### src/hdl/ssd_pkg.sv
`default_nettype none
// ----------------------------------------------------------------------------
// ssd_pkg: shared types and constants for the seven-segment scan display
// Command codes, field widths, segment table and controller/datapath structs.
// ----------------------------------------------------------------------------
package ssd_pkg;

  localparam int NUM_DIGITS_DEF = 5;
  localparam int NUMBER_W       = 17;
  localparam int PATTERN_W      = 8;
  localparam int DIGIT_W        = 3;
  localparam int CMD_W          = 2;
  localparam int BIT_CNT_W      = $clog2(NUMBER_W);
  localparam int DP_BIT         = 7;

  typedef enum logic [CMD_W-1:0] {
    CMD_TICK     = 2'd0,
    CMD_SHOW     = 2'd1,
    CMD_FILL_ALL = 2'd2,
    CMD_FILL_ONE = 2'd3
  } cmd_t;

  // controller to datapath
  typedef struct packed {
    logic tick;
    logic fill_all;
    logic fill_one;
    logic conv_load;
    logic conv_shift;
    logic conv_write;
  } dp_cmd_t;

  // datapath to controller
  typedef struct packed {
    logic num_ok;
  } dp_status_t;

  function automatic longint pow10(input int n);
    longint p;
    p = 1;
    for (int i = 0; i < n; i++) begin
      p = p * 10;
    end
    return p;
  endfunction

  function automatic logic [PATTERN_W-1:0] seg_encode(input logic [3:0] digit);
    logic [PATTERN_W-1:0] seg;
    case (digit)
      4'd0:    seg = 8'h3f;
      4'd1:    seg = 8'h06;
      4'd2:    seg = 8'h5b;
      4'd3:    seg = 8'h4f;
      4'd4:    seg = 8'h66;
      4'd5:    seg = 8'h6d;
      4'd6:    seg = 8'h7d;
      4'd7:    seg = 8'h07;
      4'd8:    seg = 8'h7f;
      4'd9:    seg = 8'h6f;
      default: seg = 8'h00;
    endcase
    return seg;
  endfunction

endpackage
`default_nettype wire

### src/hdl/ssd_ctrl.sv
`default_nettype none
// ----------------------------------------------------------------------------
// ssd_ctrl: command sequencer
// Decodes accepted items and steps the binary-to-decimal conversion.
// ----------------------------------------------------------------------------
module ssd_ctrl (
  input  wire logic                 clk,
  input  wire logic                 rst_n,
  input  wire logic                 start,
  input  wire logic [ssd_pkg::CMD_W-1:0] in_command,
  input  ssd_pkg::dp_status_t       status,
  output ssd_pkg::dp_cmd_t          cmd,
  output logic                      busy
);

  typedef enum logic [1:0] {
    S_IDLE,
    S_CONV,
    S_WRITE
  } state_t;

  state_t                          state_r, state_nxt;
  logic [ssd_pkg::BIT_CNT_W-1:0]   cnt_r, cnt_nxt;
  logic                            accept;

  assign busy   = (state_r != S_IDLE);
  assign accept = start && !busy;

  always_comb begin
    cmd        = '0;
    state_nxt  = state_r;
    cnt_nxt    = cnt_r;
    unique case (state_r)
      S_IDLE: begin
        if (accept) begin
          unique case (ssd_pkg::cmd_t'(in_command))
            ssd_pkg::CMD_TICK:     cmd.tick = 1'b1;
            ssd_pkg::CMD_FILL_ALL: cmd.fill_all = 1'b1;
            ssd_pkg::CMD_FILL_ONE: cmd.fill_one = 1'b1;
            ssd_pkg::CMD_SHOW: begin
              if (status.num_ok) begin
                cmd.conv_load = 1'b1;
                cnt_nxt       = '0;
                state_nxt     = S_CONV;
              end
            end
            default: ;
          endcase
        end
      end
      S_CONV: begin
        cmd.conv_shift = 1'b1;
        cnt_nxt        = cnt_r + 1'b1;
        if (cnt_r == ssd_pkg::BIT_CNT_W'(ssd_pkg::NUMBER_W - 1)) begin
          state_nxt = S_WRITE;
        end
      end
      S_WRITE: begin
        cmd.conv_write = 1'b1;
        state_nxt      = S_IDLE;
      end
      default: state_nxt = S_IDLE;
    endcase
  end

  always_ff @(posedge clk) begin
    if (!rst_n) begin
      state_r <= S_IDLE;
      cnt_r   <= '0;
    end else begin
      state_r <= state_nxt;
      cnt_r   <= cnt_nxt;
    end
  end

endmodule
`default_nettype wire

### src/hdl/ssd_datapath.sv
`default_nettype none
// ----------------------------------------------------------------------------
// ssd_datapath: pattern buffer, scan index and decimal converter
// Shift-and-add-3 conversion, one input bit per cycle.
// ----------------------------------------------------------------------------
module ssd_datapath #(
  parameter int NUM_DIGITS = ssd_pkg::NUM_DIGITS_DEF
) (
  input  wire logic                          clk,
  input  wire logic                          rst_n,
  input  ssd_pkg::dp_cmd_t                   cmd,
  output ssd_pkg::dp_status_t                status,
  input  wire logic [ssd_pkg::NUMBER_W-1:0]  in_number,
  input  wire logic [ssd_pkg::PATTERN_W-1:0] in_pattern,
  input  wire logic [ssd_pkg::DIGIT_W-1:0]   in_position,
  input  wire logic                          cfg_we,
  input  wire logic                          cfg_wdata,
  output logic                               out_valid,
  output logic [ssd_pkg::DIGIT_W-1:0]        out_active_digit,
  output logic [ssd_pkg::PATTERN_W-1:0]      out_segments
);

  localparam int IDX_W = $clog2(NUM_DIGITS);
  localparam int BCD_W = 4 * NUM_DIGITS;
  localparam logic [39:0] LIMIT = 40'(ssd_pkg::pow10(NUM_DIGITS));
  localparam logic [ssd_pkg::PATTERN_W-1:0] DP_MASK =
    ssd_pkg::PATTERN_W'(1 << ssd_pkg::DP_BIT);

  logic [ssd_pkg::PATTERN_W-1:0] pat_r [NUM_DIGITS];
  logic [IDX_W-1:0]              scan_r;
  logic [IDX_W-1:0]              scan_nxt;
  logic                          enable_r;
  logic [ssd_pkg::NUMBER_W-1:0]  shift_r;
  logic [BCD_W-1:0]              bcd_r, bcd_nxt;
  logic                          valid_r;
  logic [ssd_pkg::DIGIT_W-1:0]   digit_r;
  logic [ssd_pkg::PATTERN_W-1:0] seg_r;
  logic                          pos_ok;

  assign status.num_ok = (40'(in_number) < LIMIT);
  assign pos_ok        = (32'(in_position) < NUM_DIGITS);
  assign scan_nxt      = (32'(scan_r) == NUM_DIGITS - 1) ? '0 : scan_r + 1'b1;

  // add 3 to every digit of five or more, then shift in the next bit
  always_comb begin
    logic [BCD_W-1:0] adj;
    adj = bcd_r;
    for (int d = 0; d < NUM_DIGITS; d++) begin
      if (bcd_r[4*d +: 4] >= 4'd5) begin
        adj[4*d +: 4] = bcd_r[4*d +: 4] + 4'd3;
      end
    end
    bcd_nxt = {adj[BCD_W-2:0], shift_r[ssd_pkg::NUMBER_W-1]};
  end

  always_ff @(posedge clk) begin
    if (!rst_n) begin
      enable_r <= 1'b0;
      scan_r   <= '0;
      valid_r  <= 1'b0;
      for (int d = 0; d < NUM_DIGITS; d++) begin
        pat_r[d] <= '0;
      end
    end else begin
      if (cfg_we) begin
        enable_r <= cfg_wdata;
      end
      valid_r <= cmd.tick && enable_r;
      if (cmd.tick && enable_r) begin
        scan_r <= scan_nxt;
      end
      if (cmd.fill_all) begin
        for (int d = 0; d < NUM_DIGITS; d++) begin
          pat_r[d] <= in_pattern;
        end
      end
      if (cmd.fill_one && pos_ok) begin
        pat_r[in_position[IDX_W-1:0]] <= in_pattern;
      end
      // top digit also carries the decimal point
      if (cmd.conv_write) begin
        for (int d = 0; d < NUM_DIGITS; d++) begin
          pat_r[d] <= ssd_pkg::seg_encode(bcd_r[4*d +: 4])
                      | ((d == NUM_DIGITS - 1) ? DP_MASK : '0);
        end
      end
    end
  end

  // payload registers
  always_ff @(posedge clk) begin
    if (cmd.tick) begin
      digit_r <= ssd_pkg::DIGIT_W'(scan_nxt);
      seg_r   <= pat_r[scan_nxt];
    end
    if (cmd.conv_load) begin
      shift_r <= in_number;
      bcd_r   <= '0;
    end else if (cmd.conv_shift) begin
      shift_r <= {shift_r[ssd_pkg::NUMBER_W-2:0], 1'b0};
      bcd_r   <= bcd_nxt;
    end
  end

  assign out_valid        = valid_r;
  assign out_active_digit = digit_r;
  assign out_segments     = seg_r;

endmodule
`default_nettype wire

### src/hdl/seven_segment_scan_display_top.sv
`default_nettype none
// ----------------------------------------------------------------------------
// seven_segment_scan_display_top: multiplexed seven-segment display driver
// Pattern buffer with decimal conversion, raw fills and a scan tick output.
// ----------------------------------------------------------------------------
//
//  channel  | handshake          | fields
//  ---------+--------------------+----------------------------------------------
//  in_      | start & !busy      | in_command, in_number, in_pattern, in_position
//  out_     | out_valid (1 clk)  | out_active_digit, out_segments
//  cfg_     | cfg_we             | cfg_wdata (display enable)
//
//  Tick, fill-all and fill-one items leave busy low; a tick accepted while the display
//  is enabled shows its result on the cycle after acceptance. A show-number item in
//  range holds busy while the shift-and-add-3 converter consumes one input bit per
//  cycle and then writes the buffer; out-of-range numbers are dropped without busy.
//  Reset (synchronous, rst_n low) clears the buffer, scan index and enable.
//  Results cannot be stalled: each strobe lasts one cycle and the receiver takes it.
//
module seven_segment_scan_display_top #(
  parameter int NUM_DIGITS = ssd_pkg::NUM_DIGITS_DEF
) (
  input  wire logic                          clk,
  input  wire logic                          rst_n,
  input  wire logic                          start,
  output logic                               busy,
  input  wire logic [ssd_pkg::CMD_W-1:0]     in_command,
  input  wire logic [ssd_pkg::NUMBER_W-1:0]  in_number,
  input  wire logic [ssd_pkg::PATTERN_W-1:0] in_pattern,
  input  wire logic [ssd_pkg::DIGIT_W-1:0]   in_position,
  input  wire logic                          cfg_we,
  input  wire logic                          cfg_wdata,
  output logic                               out_valid,
  output logic [ssd_pkg::DIGIT_W-1:0]        out_active_digit,
  output logic [ssd_pkg::PATTERN_W-1:0]      out_segments
);

  ssd_pkg::dp_cmd_t    dp_cmd;
  ssd_pkg::dp_status_t dp_status;

  // sequencer: decode items, run the conversion
  ssd_ctrl u_ctrl (
    .clk        (clk),
    .rst_n      (rst_n),
    .start      (start),
    .in_command (in_command),
    .status     (dp_status),
    .cmd        (dp_cmd),
    .busy       (busy)
  );

  // buffer, scan index, converter and result registers
  ssd_datapath #(
    .NUM_DIGITS (NUM_DIGITS)
  ) u_datapath (
    .clk              (clk),
    .rst_n            (rst_n),
    .cmd              (dp_cmd),
    .status           (dp_status),
    .in_number        (in_number),
    .in_pattern       (in_pattern),
    .in_position      (in_position),
    .cfg_we           (cfg_we),
    .cfg_wdata        (cfg_wdata),
    .out_valid        (out_valid),
    .out_active_digit (out_active_digit),
    .out_segments     (out_segments)
  );

`ifndef ASSERT_OFF
  // a strobe only follows an accepted tick item
  a_valid_after_tick: assert property (@(posedge clk) disable iff (!rst_n)
    out_valid |-> $past(start && !busy && in_command == ssd_pkg::CMD_TICK))
    else $error("result strobe without a tick item");

  // lit digit stays inside the display
  a_digit_range: assert property (@(posedge clk) disable iff (!rst_n)
    out_valid |-> (32'(out_active_digit) < NUM_DIGITS))
    else $error("active digit out of range");

  // only a show-number item raises busy
  a_busy_from_show: assert property (@(posedge clk) disable iff (!rst_n)
    $rose(busy) |-> $past(in_command == ssd_pkg::CMD_SHOW && start))
    else $error("busy raised by a non-conversion item");

  // no strobe during a conversion beyond its first cycle
  a_quiet_while_busy: assert property (@(posedge clk) disable iff (!rst_n)
    (busy && $past(busy)) |-> !out_valid)
    else $error("result strobe during conversion");
`endif

endmodule
`default_nettype wire

### config.mk
export PLATFORM = sky130hd
export DESIGN_NAME = seven_segment_scan_display_top
export DESIGN_NICKNAME = d
export VERILOG_FILES = /design/src/hdl/ssd_pkg.sv /design/src/hdl/ssd_ctrl.sv /design/src/hdl/ssd_datapath.sv /design/src/hdl/seven_segment_scan_display_top.sv
export SDC_FILE = /design/constraint.sdc
export NUM_CORES = 1
export LEC_CHECK = 0
export ABC_AREA = 0
export BUFFER_PORTS_ARGS = -buffer_cell sky130_fd_sc_hd__buf_2
export CORE_MARGIN = 8
export CORE_UTILIZATION = 40
export CTS_CLUSTER_SIZE = 12
export DETAILED_ROUTE_END_ITERATION = 16
export PLACE_DENSITY_LB_ADDON = 0.15
export SLEW_MARGIN = 5
export SYNTH_ARGS = -nofsm -noshare
export SYNTH_HDL_FRONTEND = slang
export SYNTH_HIERARCHICAL = 1
export SYNTH_SLANG_ARGS = --single-unit
export TNS_END_PERCENT = 5
### constraint.sdc
create_clock -name clk -period 3.8 [get_ports clk]
set_input_delay 0.38 -clock clk [delete_from_list [all_inputs] [get_ports clk]]
set_output_delay 0.38 -clock clk [all_outputs]
set_load 0.02 [all_outputs]
* Yosys cells after proc, flatten, opt, wreduce, memory -nomap -nowiden *
Memory sizes are Yosys's and may differ from the RTL's. A register that Yosys moved wholly into a read port is not among the register bits.
Index checks and enable logic that the tools add are counted.

operators by class
  add/subtract/negate cells = 7
  order comparisons = 7
  eq/ne operators = 11
  muxes and demuxes = 69
  bitwise logic cells = 10
  reduce and logical (&&, ||, !) cells = 12

operator list
  kind                                                                     count
  8-bit two-way mux                                                        19
  4-bit two-way mux                                                        16
  17-bit two-way mux                                                       2
  4-bit by 3-bit >= comparator with 1-bit output, second input constant    5
  1-bit two-way mux                                                        18
  17-bit < comparator, second input constant                               1
  4-bit by 2-bit adder with 4-bit output, second input constant            4
  5-bit two-way mux                                                        3
  7-bit two-way mux                                                        2
  1-bit bitwise OR                                                         10
  5-bit one-hot mux with 2 select lines                                    1
  3-bit two-way mux                                                        3
  2-bit two-way mux                                                        4
  4-bit AND reduction                                                      2
  8-bit OR reduction                                                       1
  2-bit == test, second input constant                                     3
  2-bit nonzero test                                                       3
  5-bit by 1-bit adder with 5-bit output, second input constant            1
  5-bit == test, second input constant                                     1
  2-bit by 1-bit == test with 1-bit output, second input constant          2
  2-bit logical NOT                                                        2
  2-bit by 1-bit inequality test with 1-bit output, second input constant  2
  2-bit inequality test, second input constant                             2
  2-bit one-hot mux with 2 select lines                                    1
  other kinds (6)                                                          8

word-level totals
  register bits after elaboration = 52
  bits in writable memories = 40
  ROM bits = 560
  bits of input ports = 35
  output and inout bits = 13
  memories = 6

memories
  memory            words  width  read ports  clocked after memory_dff  wr ports  line                source
  (no name shown)   16     7      1           1                         0         ssd_pkg.sv:49       case (digit)
  (no name shown)   16     7      1           1                         0         ssd_pkg.sv:49
  (no name shown)   16     7      1           1                         0         ssd_pkg.sv:49
  (no name shown)   16     7      1           1                         0         ssd_pkg.sv:49
  (no name shown)   16     7      1           1                         0         ssd_pkg.sv:49
  u_datapath.pat_r  5      8      1           1                         5         ssd_datapath.sv:29  logic [ssd_pkg::PATTERN_W-1:0] pat_r [NUM_DIGITS];

* Logic depth before layout (Yosys ltp) *
  depth after elaboration = 11
  gate-level depth with buffers = 16
  gate-level depth less buffers = 14

* Modules after synthesis *
Netlist, hierarchy kept.

by module, submodules not included
  module        instances  cells each  area each (um2)  seq. area each (um2)
  ssd_datapath  1          618         7588.5           3913.8
  ssd_ctrl      1          53          454.2            140.1

* Worst setup path before layout *
OpenSTA, ideal clock, no wires.

  path kind = input-to-reg
  start point = input in_number[6] in the netlist's numbering
  end point = register (tool-made name)
  library setup time = 0.092 ns
  data arrival time = 2.844 ns
  slack = 0.864 ns
  stages = 14
  cells stage by stage = o21a_1 > o211ai_1 > nand2_1 > nand3_1 > nand4b_4 > nor2_4 > buf_2 > buf_2 > buf_2 > clkbuf_1 > nor2_1 > ha_1 > mux2_2 > o32ai_1

RTL lines
  what         line                                  source
  from (decl)  seven_segment_scan_display_top.sv:28  input wire logic [ssd_pkg::NUMBER_W-1:0] in_number,

==> results.yml <==
status:
  status: "completed"
synthesis:
  synth_enable_flop_cells: 87
  synthesis.yosys.warnings: 6
  synth_cell_types: 78
  synth_top_area_share_pct: 32.5
  synth_commonest_cells: "87 x sky130_fd_sc_hd__edfxtp_1, 72 x sky130_fd_sc_hd__dfxtp_1, 52 x sky130_fd_sc_hd__nand2_1"
  synth.cell_area_um2: 8040
  synth.top_cells.by_area: "sky130_fd_sc_hd__edfxtp_1 32%, sky130_fd_sc_hd__dfxtp_1 18%, sky130_fd_sc_hd__ha_1 6.8%"
  sequential_fraction_of_the_synthesis_area_pct: 50.4
  synth-seq-cells: 159
  top_cell_type_by_total_area_after_synthesis: "sky130_fd_sc_hd__edfxtp_1"
  ys_dominant_reg_cell: "sky130_fd_sc_hd__edfxtp_1"
  post_synth_inst_count: 671
  synth_most_common_cell: "sky130_fd_sc_hd__edfxtp_1"
  syn_area_per_cell_um2: 12.0
  synthArstFlopShare_pct: 0
clock_tree:
  postCtsResizedCells: 0
  clockRootBuffer: "sky130_fd_sc_hd__clkbuf_16"
  numCtsBuffers: 17
  post_cts_setup_inserts: 0
  ctsHoldBuffers: 0
  clk-insertion-delay-late_ps: 420
  cts_max_path_buffers: 2
  clock_tree_from_tritoncts: "done"
  clock_transition_time_at_the_flip_flop_clock_pins_of_the_worst_setup_and_hold_paths_ps: 70
  clock_sinks: 159
  h-tree-depth: 4
placement:
  dp_hpwl_um: 12400
  port-buffer-count: 47
  placedCellCount: 996
  place.gp.congestion: 0.850
  placement.setup.worst_slack_ps: 646
finish:
  final_net_count: 824
  area_delta_synth_final_pct: 15.5
  n_fill_cell: 1851
  finalNonFillerCells: 1028
  antenna-diode-count: 0
  drive_gt1_share_pct: 21.9
  utilization_pct: 46.5
global_route:
  via_count_of_the_first_global_routing_pass: 5417
  grt_antenna_before_repair: 0
  groute.usage.overall_pct: 14.0
  grt_remaining_overflow: 0
  first_pass_grt_wire_length_um: 27500
  grt_max_degree: 48
route:
  drt-initial-drc-count: 487
  drt_pass1_iterations: 5
  routed_via_density: 5.25
  post_route_wl_um: 16700
  wl_per_cell_um: 16.2
  drtAntennaViolNets: 0
  total_number_of_vias: 5394
  drc: 0
timing:
  worst_slew_pin_slew_ps: 1020
  rsz_0062_raised_after_global_routing: "no"
  timing.setup.tns_ps: 0
  hold_violations: 0
  layout_setup_ws_ps: 947
  timing.final.crit_share_pct: 75.1
  finalWorstPathRequiredPeriod_ps: 2850
  timing.slew.headroom_pct: 30.1
  finalSetupViolations: 0
  fmax_mhz: 350
  slew_viol_final: 0
  skew_ps: 11.4
power_and_ir_drop:
  p_switching_w: 0.00187
  power.internal_w: 0.00400
  sw_share_pct: 31.8
  powerDensity_nw_per_um2: 632
  power.leakage_nw: 3.63
  p_comb_share_pct: 27.4
  vdd_ir_drop_max_mv: 0.328
  power.share.clock_pct: 31.7
  power.share.sequential_pct: 40.9
floorplanning:
  die-width_um: 158
  die_height_um: 158
  placement_rows: 52
  start_util_pct: 40.3
  ioPinCount: 48
  fp.dieArea_um2: 24900
  core_um2: 20000
worst_setup_path:
  cp.buffers_inverters: 1
  critical_path.max_stage_delay_ps: 510
  worst-endpoint-required_ps: 4090
  cp-start-kind: "flop"
  worstPathCellList: "nor2b_2, buf_4, nor2b_1, and3_1, nor3_2, nor2_1, ha_1, mux2_2, o32ai_1"
  critical-path-slowest-cell: "sky130_fd_sc_hd__dfxtp_1"
  critPathMaxFanout: 47
  critical_path_sink_type: "flop"
  timing.critical_path.arrival_ps: 3150
  critical_path_class: "flop to flop"
  cp_top_family: "simple AND/OR/NAND/NOR gates"
worst_hold_path:
  worstHoldPathType: "input pin to flop"
run:
  cap_viol_max_count: 0
[worst register-to-register path: stages (launching register included)]
cell                      delay [ps]
sky130_fd_sc_hd__dfxtp_1         510
sky130_fd_sc_hd__nor2b_2         120
sky130_fd_sc_hd__buf_4           280
sky130_fd_sc_hd__nor2b_1         220
sky130_fd_sc_hd__and3_1          190
sky130_fd_sc_hd__nor3_2          420
sky130_fd_sc_hd__nor2_1          190
sky130_fd_sc_hd__ha_1            250
sky130_fd_sc_hd__mux2_2          260
sky130_fd_sc_hd__o32ai_1         290
[placed cells by master (no fill, tap or decap), drive strengths merged, types with 28 or more instances in the layout]
cell | synthesis | layout
a22o | 39 | 39
edfxtp | 87 | 87
ha | 44 | 44
nand2 | 53 | 53
dfxtp | 72 | 72
buf | 19 | 58
o21ai | 33 | 33
mux2 | 31 | 31
nor2 | 28 | 28
inv | 42 | 45
[metal layers]
metal  share of wire (%)  up-vias  global-route usage (%)
li1                    -     2641                       -
met1                  46     2637                    17.3
met2                  48       96                    23.2
met3                 3.6       20                    3.03
met4                 2.4        0                    6.35
met5                   0        -                       0
[final timing paths]
kind / depth (start not counted) / start / slack (ps) / end
worst min-delay path: 1 / in_pattern[6] / 180 / u_datapath/pat_r[6][6]$_DFFE_PP_
worst max register to register: 9 / u_ctrl/state_r[1]$_SDFFE_PN0P_ / 950 / flop
worst max-delay path: 9 / u_ctrl/state_r[1]$_SDFFE_PN0P_ / 950 / flop
worst min register to register: 2 / u_datapath/scan_r[1]$_SDFFE_PN0P_ / 500 / u_datapath/scan_r[1]$_SDFFE_PN0P_
[per-stage QoR]
step           power (W)  hold slack [ps]  area (µm²)
2_1_floorplan    0.00360              456        8130
6_report         0.00587              180        9290
3_5_place_dp     0.00404              488        8640
4_1_cts          0.00591              169        9290
5_1_grt          0.00621              175        9290
3_3_place_gp     0.00397              482        8640
[kinds of logic (layout without fill, tap and decap cells)]
family                     Yosys count  in the layout  share of synthesized area [%]
other                                1             24                         0.0466
buffers and inverters               70            134                           3.92
and+or+nand+nor                    182            182                           12.5
AOI/OAI and AO/OA                  153            153                           15.6
adders and majority gates           44             44                           6.85
DFF                                159            159                           50.4
muxes                               62             62                           10.7
[final cells by class]
cell class | count | area [µm²] | area share [%]
Clock inverter | 13 | 209 | 2.25
Clock buffer | 19 | 433 | 4.66
Sequential cell | 159 | 4050 | 43.7
Inverter | 44 | 168 | 1.81
Timing Repair Buffer | 58 | 318 | 3.42
Multi-Input combinational cell | 465 | 3770 | 40.6
Tap cell | 270 | 338 | 3.64
[power by group through the flow]
stage | logic (W) | clock network, W | registers [W]
final | 0.00161 | 0.00186 | 0.00240
after global routing | 0.00180 | 0.00197 | 0.00244
after CTS | 0.00161 | 0.00190 | 0.00240
after detailed placement | 0.00160 | 0 | 0.00244
after global placement | 0.00154 | 0 | 0.00243
after floorplan | 0.00126 | 0 | 0.00234
Note: power is estimated with default switching activity, not from simulation.
